--- config.mk ---
export PLATFORM = sky130hd
export DESIGN_NAME = fit_block_allocator
export DESIGN_NICKNAME = d
export VERILOG_FILES = /design/src/design/fba_pkg.sv /design/src/design/fba_fit_unit.sv /design/src/design/fit_block_allocator.sv
export SDC_FILE = /design/constraint.sdc
export NUM_CORES = 2
export LEC_CHECK = 0
export ABC_AREA = 0
export BUFFER_PORTS_ARGS = -buffer_cell sky130_fd_sc_hd__clkbuf_2
export CAP_MARGIN = 20
export CORE_ASPECT_RATIO = 1.75
export CORE_MARGIN = 2
export CORE_UTILIZATION = 65
export CTS_CLUSTER_SIZE = 20
export DETAILED_ROUTE_END_ITERATION = 12
export PLACE_DENSITY = 0.84
export SYNTH_ARGS = -nofsm -noshare
export SYNTH_HDL_FRONTEND = slang
export SYNTH_HIERARCHICAL = 1
export SYNTH_SLANG_ARGS = --single-unit
--- constraint.sdc ---
create_clock -name clk -period 7.7 [get_ports clk]
set_input_delay 0.385 -clock clk [delete_from_list [all_inputs] [get_ports clk]]
set_output_delay 0.385 -clock clk [all_outputs]
set_load 0.1 [all_outputs]
--- src/design/fba_pkg.sv ---
// ----------------------------------------------------------------------------
// fba_pkg
// shared codes, widths and types for the fit block allocator
// ----------------------------------------------------------------------------
package fba_pkg;

    // fixed field widths of the command, result and config ports
    localparam int OP_W        = 2;
    localparam int INDEX_W     = 7;
    localparam int POLICY_W    = 2;
    localparam int CFG_INDEX_W = 1;
    localparam int CFG_DATA_W  = 7;

    // command codes
    localparam logic [OP_W-1:0] OP_LOAD  = 2'd0;
    localparam logic [OP_W-1:0] OP_ALLOC = 2'd1;
    localparam logic [OP_W-1:0] OP_CLEAR = 2'd2;

    // fit policy codes, the unused code acts as first fit
    localparam logic [POLICY_W-1:0] POLICY_FIRST = 2'd0;
    localparam logic [POLICY_W-1:0] POLICY_BEST  = 2'd1;
    localparam logic [POLICY_W-1:0] POLICY_WORST = 2'd2;

    // configuration register indexes
    localparam logic [CFG_INDEX_W-1:0] REG_FIT_POLICY  = 1'd0;
    localparam logic [CFG_INDEX_W-1:0] REG_BLOCK_COUNT = 1'd1;

    // decision of the compare unit for one scanned entry
    typedef struct packed {
        logic fits;
        logic take;
    } fit_dec_t;

endpackage

--- src/design/fba_fit_unit.sv ---
// ----------------------------------------------------------------------------
// fba_fit_unit
// shared compare unit: decides whether a scanned block replaces the pick
// ----------------------------------------------------------------------------
module fba_fit_unit #(
    parameter int SIZE_BITS = 32
) (
    input  logic                         cand_valid,
    input  logic                         cand_in_use,
    input  logic [SIZE_BITS-1:0]         cand_size,
    input  logic [SIZE_BITS-1:0]         request,
    input  logic [fba_pkg::POLICY_W-1:0] policy,
    input  logic                         have_pick,
    input  logic [SIZE_BITS-1:0]         pick_size,
    output fba_pkg::fit_dec_t            dec
);

    logic fits;
    logic smaller;
    logic larger;

    assign fits    = cand_valid && !cand_in_use && (cand_size >= request);
    assign smaller = cand_size < pick_size;
    assign larger  = cand_size > pick_size;

    always_comb
    begin
        dec.fits = fits;
        case (policy)
            fba_pkg::POLICY_BEST:
            begin
                dec.take = fits && (!have_pick || smaller);
            end
            fba_pkg::POLICY_WORST:
            begin
                dec.take = fits && (!have_pick || larger);
            end
            default:
            begin
                // first fit: only the lowest fitting block
                dec.take = fits && !have_pick;
            end
        endcase
    end

endmodule

--- src/design/fit_block_allocator.sv ---
// ----------------------------------------------------------------------------
// fit_block_allocator
// fixed-block memory allocator with first, best and worst fit policies
// ----------------------------------------------------------------------------
//
// channel   | ports                                      | transfer when
// ----------+--------------------------------------------+-------------------
// command   | start, busy, op, block_index, size_value   | start && !busy
// result    | done, granted, block_number                | done (one cycle)
// config    | cfg_valid, cfg_ready, cfg_index, cfg_data  | cfg_valid && cfg_ready
//
// load, clear and unused commands finish in the cycle they are taken, busy
// stays low
// an allocate keeps busy high while it reads the active blocks one by one
// through the single read port of the size memory and the shared compare
// unit, drains the read pipeline and marks the pick (with no active blocks
// it goes straight to the mark); done pulses in the cycle after the mark
// reset clears the in-use marks, both config registers and the sequencer;
// block sizes are undefined until loaded
// the receiver cannot stall: each result shows for exactly one cycle
// ----------------------------------------------------------------------------
module fit_block_allocator #(
    parameter int MAX_BLOCKS = 64,
    parameter int SIZE_BITS  = 32
) (
    input  logic                            clk,
    input  logic                            rst_n,

    // command channel
    input  logic                            start,
    output logic                            busy,
    input  logic [fba_pkg::OP_W-1:0]        op,
    input  logic [fba_pkg::INDEX_W-1:0]     block_index,
    input  logic [SIZE_BITS-1:0]            size_value,

    // result channel
    output logic                            done,
    output logic                            granted,
    output logic [fba_pkg::INDEX_W-1:0]     block_number,

    // configuration write channel
    input  logic                            cfg_valid,
    output logic                            cfg_ready,
    input  logic [fba_pkg::CFG_INDEX_W-1:0] cfg_index,
    input  logic [fba_pkg::CFG_DATA_W-1:0]  cfg_data
);

    localparam int ADDR_W    = (MAX_BLOCKS > 1) ? $clog2(MAX_BLOCKS) : 1;
    localparam int CNT_W     = $clog2(MAX_BLOCKS + 1);
    localparam int IDX_EXT_W = (ADDR_W > fba_pkg::INDEX_W) ? ADDR_W : fba_pkg::INDEX_W;

    typedef enum logic [1:0] {
        S_IDLE,
        S_SCAN,
        S_LAST,
        S_DONE
    } state_t;

    state_t                       state_reg;

    // configuration
    logic [fba_pkg::POLICY_W-1:0] policy_reg;
    logic [fba_pkg::INDEX_W-1:0]  count_reg;

    // block table
    logic [SIZE_BITS-1:0]         size_mem [MAX_BLOCKS];
    logic [SIZE_BITS-1:0]         rd_data_reg;
    logic [MAX_BLOCKS-1:0]        in_use_reg;

    // scan datapath
    logic [SIZE_BITS-1:0]         req_reg;
    logic [ADDR_W-1:0]            addr_reg;
    logic [ADDR_W-1:0]            last_reg;
    logic [ADDR_W-1:0]            cmp_idx_reg;
    logic                         cmp_valid_reg;
    logic                         use_bit_reg;
    logic                         have_reg;
    logic [ADDR_W-1:0]            chosen_reg;
    logic [SIZE_BITS-1:0]         best_reg;

    // registered result
    logic                         done_reg;
    logic                         granted_reg;
    logic [fba_pkg::INDEX_W-1:0]  number_reg;

    logic                         cmd_take;
    logic                         load_ok;
    logic [IDX_EXT_W-1:0]         load_addr_full;
    logic [ADDR_W-1:0]            load_addr;
    logic                         mem_we;
    logic [CNT_W-1:0]             active_cnt;
    logic [ADDR_W-1:0]            last_addr;
    logic                         scanning;
    fba_pkg::fit_dec_t            dec;

    assign busy      = (state_reg != S_IDLE);
    assign cfg_ready = 1'b1;
    assign cmd_take  = start && !busy;

    assign done         = done_reg;
    assign granted      = granted_reg;
    assign block_number = number_reg;

    // load index check and 0-based table address
    assign load_ok        = (block_index != '0)
                            && (32'(block_index) <= 32'(MAX_BLOCKS));
    assign load_addr_full = IDX_EXT_W'(block_index) - IDX_EXT_W'(1);
    assign load_addr      = load_addr_full[ADDR_W-1:0];
    assign mem_we         = cmd_take && (op == fba_pkg::OP_LOAD) && load_ok;

    // block count above the table depth is clipped to the depth
    always_comb
    begin
        if (32'(count_reg) > 32'(MAX_BLOCKS))
        begin
            active_cnt = CNT_W'(MAX_BLOCKS);
        end
        else
        begin
            active_cnt = CNT_W'(count_reg);
        end
    end

    assign last_addr = ADDR_W'(active_cnt - CNT_W'(1));
    assign scanning  = (state_reg == S_SCAN) || (state_reg == S_LAST);

    // one compare unit judges the entry read in the previous cycle
    fba_fit_unit #(
        .SIZE_BITS (SIZE_BITS)
    ) u_fit_unit (
        .cand_valid  (cmp_valid_reg),
        .cand_in_use (use_bit_reg),
        .cand_size   (rd_data_reg),
        .request     (req_reg),
        .policy      (policy_reg),
        .have_pick   (have_reg),
        .pick_size   (best_reg),
        .dec         (dec)
    );

    // size table: one write port for loads, one registered read for the scan
    always_ff @(posedge clk)
    begin
        if (mem_we)
        begin
            size_mem[load_addr] <= size_value;
        end
        rd_data_reg <= size_mem[addr_reg];
    end

    // scan datapath, no reset needed
    always_ff @(posedge clk)
    begin
        use_bit_reg <= in_use_reg[addr_reg];
        cmp_idx_reg <= addr_reg;
        if (cmd_take && (op == fba_pkg::OP_ALLOC))
        begin
            req_reg  <= size_value;
            addr_reg <= '0;
            last_reg <= last_addr;
        end
        else if ((state_reg == S_SCAN) && (addr_reg != last_reg))
        begin
            addr_reg <= addr_reg + ADDR_W'(1);
        end
        if (scanning && dec.take)
        begin
            chosen_reg <= cmp_idx_reg;
            best_reg   <= rd_data_reg;
        end
    end

    // sequencer, configuration, in-use marks and registered result
    always_ff @(posedge clk or negedge rst_n)
    begin
        if (!rst_n)
        begin
            state_reg     <= S_IDLE;
            policy_reg    <= fba_pkg::POLICY_FIRST;
            count_reg     <= '0;
            in_use_reg    <= '0;
            cmp_valid_reg <= 1'b0;
            have_reg      <= 1'b0;
            done_reg      <= 1'b0;
            granted_reg   <= 1'b0;
            number_reg    <= '0;
        end
        else
        begin
            done_reg      <= 1'b0;
            cmp_valid_reg <= (state_reg == S_SCAN);

            if (cfg_valid && cfg_ready)
            begin
                case (cfg_index)
                    fba_pkg::REG_FIT_POLICY:
                    begin
                        policy_reg <= cfg_data[fba_pkg::POLICY_W-1:0];
                    end
                    fba_pkg::REG_BLOCK_COUNT:
                    begin
                        count_reg <= cfg_data;
                    end
                    default:
                    begin
                    end
                endcase
            end

            case (state_reg)
                S_IDLE:
                begin
                    if (cmd_take)
                    begin
                        case (op)
                            fba_pkg::OP_LOAD:
                            begin
                                // a reloaded block is free again
                                if (load_ok)
                                begin
                                    in_use_reg[load_addr] <= 1'b0;
                                end
                            end
                            fba_pkg::OP_CLEAR:
                            begin
                                in_use_reg <= '0;
                            end
                            fba_pkg::OP_ALLOC:
                            begin
                                have_reg <= 1'b0;
                                // no active blocks: answer at once with no fit
                                if (active_cnt == '0)
                                begin
                                    state_reg <= S_DONE;
                                end
                                else
                                begin
                                    state_reg <= S_SCAN;
                                end
                            end
                            default:
                            begin
                            end
                        endcase
                    end
                end
                S_SCAN:
                begin
                    if (dec.take)
                    begin
                        have_reg <= 1'b1;
                    end
                    if (addr_reg == last_reg)
                    begin
                        state_reg <= S_LAST;
                    end
                end
                S_LAST:
                begin
                    // last read entry comes out of the pipeline here
                    if (dec.take)
                    begin
                        have_reg <= 1'b1;
                    end
                    state_reg <= S_DONE;
                end
                S_DONE:
                begin
                    if (have_reg)
                    begin
                        in_use_reg[chosen_reg] <= 1'b1;
                        number_reg <= fba_pkg::INDEX_W'(CNT_W'(chosen_reg) + CNT_W'(1));
                    end
                    else
                    begin
                        number_reg <= '0;
                    end
                    granted_reg <= have_reg;
                    done_reg    <= 1'b1;
                    state_reg   <= S_IDLE;
                end
                default:
                begin
                    state_reg <= S_IDLE;
                end
            endcase
        end
    end

endmodule

==> results by group <==
Pwr
  – Cell area power density: 358.0 nW/um^2
  – Design Power: 35.01 mW
  – Pleak: 31.21 nW
  – Worst VDD drop: 0.0003002 V

Finish
  – Core Util, Final: 72.16%
  – Final nets: 4715
  – Final Cell Area: 97780 um^2
  – Area grow syn2layout: 10.52%
  – Layout cells sized above 1: 22.20%
  – Max reg flops: 2048

Drt
  – Via/cell ratio: 7.774
  – DRC Markers: 0
  – ANT nets after route: 0
  – DRT Pass-1 Iters: 9
  – DR iter-0 viols: 10456
  – Vias: 51089
  – DR WL/cell: 42.61 um
  – Total Wirelength: 280.0 mm

STA
  – Final worst path period need: 5.022 ns
  – Tcrit/Tclk final: 65.22%
  – Endpoints failing hold: 0
  – RSZ-0062 raised after global routing: false
  – Slew HR: -7.529%
  – Final TNS setup: 0 ns
  – Final Setup Violations: 0
  – Clock skew: 0.03053 ns
  – Worst Tran Pin Value: 1.603 ns
  – Pins Over Slew Limit: 2
  – Fmax: 199.1 MHz

Yosys
  – Post-Syn Area: 88470 um^2
  – Cells after Synth: 4454
  – Mapped Avg Cell Area: 19.86 um^2
  – Syn nets: 4581
  – YS warnings: 6

Clocking
  – Clock tree buffer depth: 3
  – Cts bufs inserted: 180
  – Insertion delay to the later sink of the worst-skew pair: 0.84 ns
  – Clk sinks: 2255
  – Worst-path clk slew: 0.08 ns
  – Post-CTS sizing: 0
  – TritonCTS clock tree: built
  – Clock root cell: clkbuf_16
  – Post-CTS Setup Bufs: 0
  – H-tree lvl count: 4
  – CTS Hold Buffers Added: 10

Outcome
  – Failing checks: capacitance limit, slew limit
  – Status: finished, violations left

Floorplanning
  – I/O Pins: 64
  – Die X: 282.9 um
  – Row count: 179
  – Chip Height: 492.1 um
  – Starting density of the core: 65.30%
  – Area of the die: 139200 um^2
  – Core Footprint: 135500 um^2

Worst setup path
  – Data required, critical path: 8.40 ns
  – CP Capture Type: flip-flop
  – R2r worst-path depth: 8
  – CP max FO: 58
  – Startpoint Class: flip-flop
  – CP Class: reg -> reg
  – Arr. time, crit path: 5.72 ns

Global route
  – First-pass GRT wire length: 384.0 mm
  – Via count of the first global-routing pass: 49328
  – Total congestion overflow: 0
  – GR Layer Usage met1: 47.45%
  – Met3 usage: 14.63%
  – Largest net degree at the start of global routing: 110
  – Total global-route track usage: 40.82%
  – Routing usage on met2: 60.72%
  – Gr busiest metal: met2
  – Initial antenna violation count: 29

Place
  – PortBufs: 62
  – GPL Wtd Cong: 0.9886
  – Hpwl dp: 149.4 mm
  – Cell Area, Placed: 91240 um^2

Job
  – Max cap viols: 1

Hold path
  – HP Class: in -> async
[layout make-up]
| type | count | area (um^2) |
|---|---|---|
| diodes | 15 | 37.54 |
| repair buffers | 200 | 1600 |
| fillers | 7024 | 37720 |
| multi-input cells | 1832 | 20530 |
| flip-flops and latches | 2255 | 66850 |
| clock inverters | 121 | 1299 |
| inverters | 119 | 446.7 |
| well taps | 1810 | 2265 |
| clock buffers | 220 | 4746 |
[power by group]
group,leakage [nW],switching [mW],internal [mW],total (mW)
Sequential,20.4,0.548,13.7,14.3
Clock,2.92,4.60,5.13,9.73
Combinational,7.88,7.21,3.80,11.0
Total,31.2,12.4,22.7,35.0
[worst max-delay path, cell delays in order, from the launching register on]
cell and delay (ns):
dfxtp_4 0.99, buf_12 0.50, buf_4 0.38, mux2i_1 0.87, o22ai_1 0.20, a2111oi_0 1.17
buf_4 0.26, nor3_1 0.07, o221a_2 0.33
[placed cells by master, fill, tap and decap left out, types with 13 or more instances in the layout]
cell type / instances
edfxtp_1: 2124
mux4_2: 445
mux2i_1: 202
clkbuf_16: 181
nand2_1: 152
inv_1: 116
buf_4: 116
o22ai_1: 103
o21ai_0: 97
a21oi_1: 89
dfrtp_1: 86
ha_1: 74
nor2_4: 66
a211oi_1: 65
clkbuf_2: 49
o211ai_1: 48
o221ai_1: 45
a22oi_1: 42
nor2_1: 39
dfxtp_1: 39
a22o_1: 36
clkinv_1: 36
clkbuf_1: 32
clkinv_2: 27
nand3_1: 23
nor3_1: 23
bufinv_16: 20
mux2_2: 16
o311ai_0: 16
diode_2: 15
nand2b_1: 15
nand4_1: 15
a221oi_1: 15
a31oi_1: 14
clkinvlp_4: 13
[metrics by stage]
stage	std cells	setup WS, ns	hold WS, ns
floorplan	4454	3.702	0.08941
global placement	6180	1.954	0.3863
detailed placement	6183	3.041	0.3887
CTS	6534	3.209	0.02590
global route	6561	2.654	0.04106
finish	6572	2.678	0.03581
[worst paths after layout]
| kind | to | start | slack, ns |
|---|---|---|---|
| setup / recovery | rd_data_reg[6] | addr_reg[0] | 2.68 |
| hold / removal | in_use_reg[44] | rst_n | 0.04 |
| setup reg to reg | rd_data_reg[6] | addr_reg[0] | 2.68 |
| hold reg to reg | chosen_reg[3] | cmp_idx_reg[3] | 0.40 |
| max in group asynchronous | block_number[0] | rst_n | 7.00 |
| min in group clk | policy_reg[1] | cfg_valid | 0.05 |
[layer usage]
layer / routed length (um) / part of all wire [%] / up-vias
met3: 41350 / 15 / 1424
li1: - / - / 18723
met1: 78900 / 28 / 25241
met5: 362 / 0.13 / -
met2: 127300 / 45 / 5671
met4: 32090 / 11 / 30
Note: power is estimated with default switching activity, not from simulation.
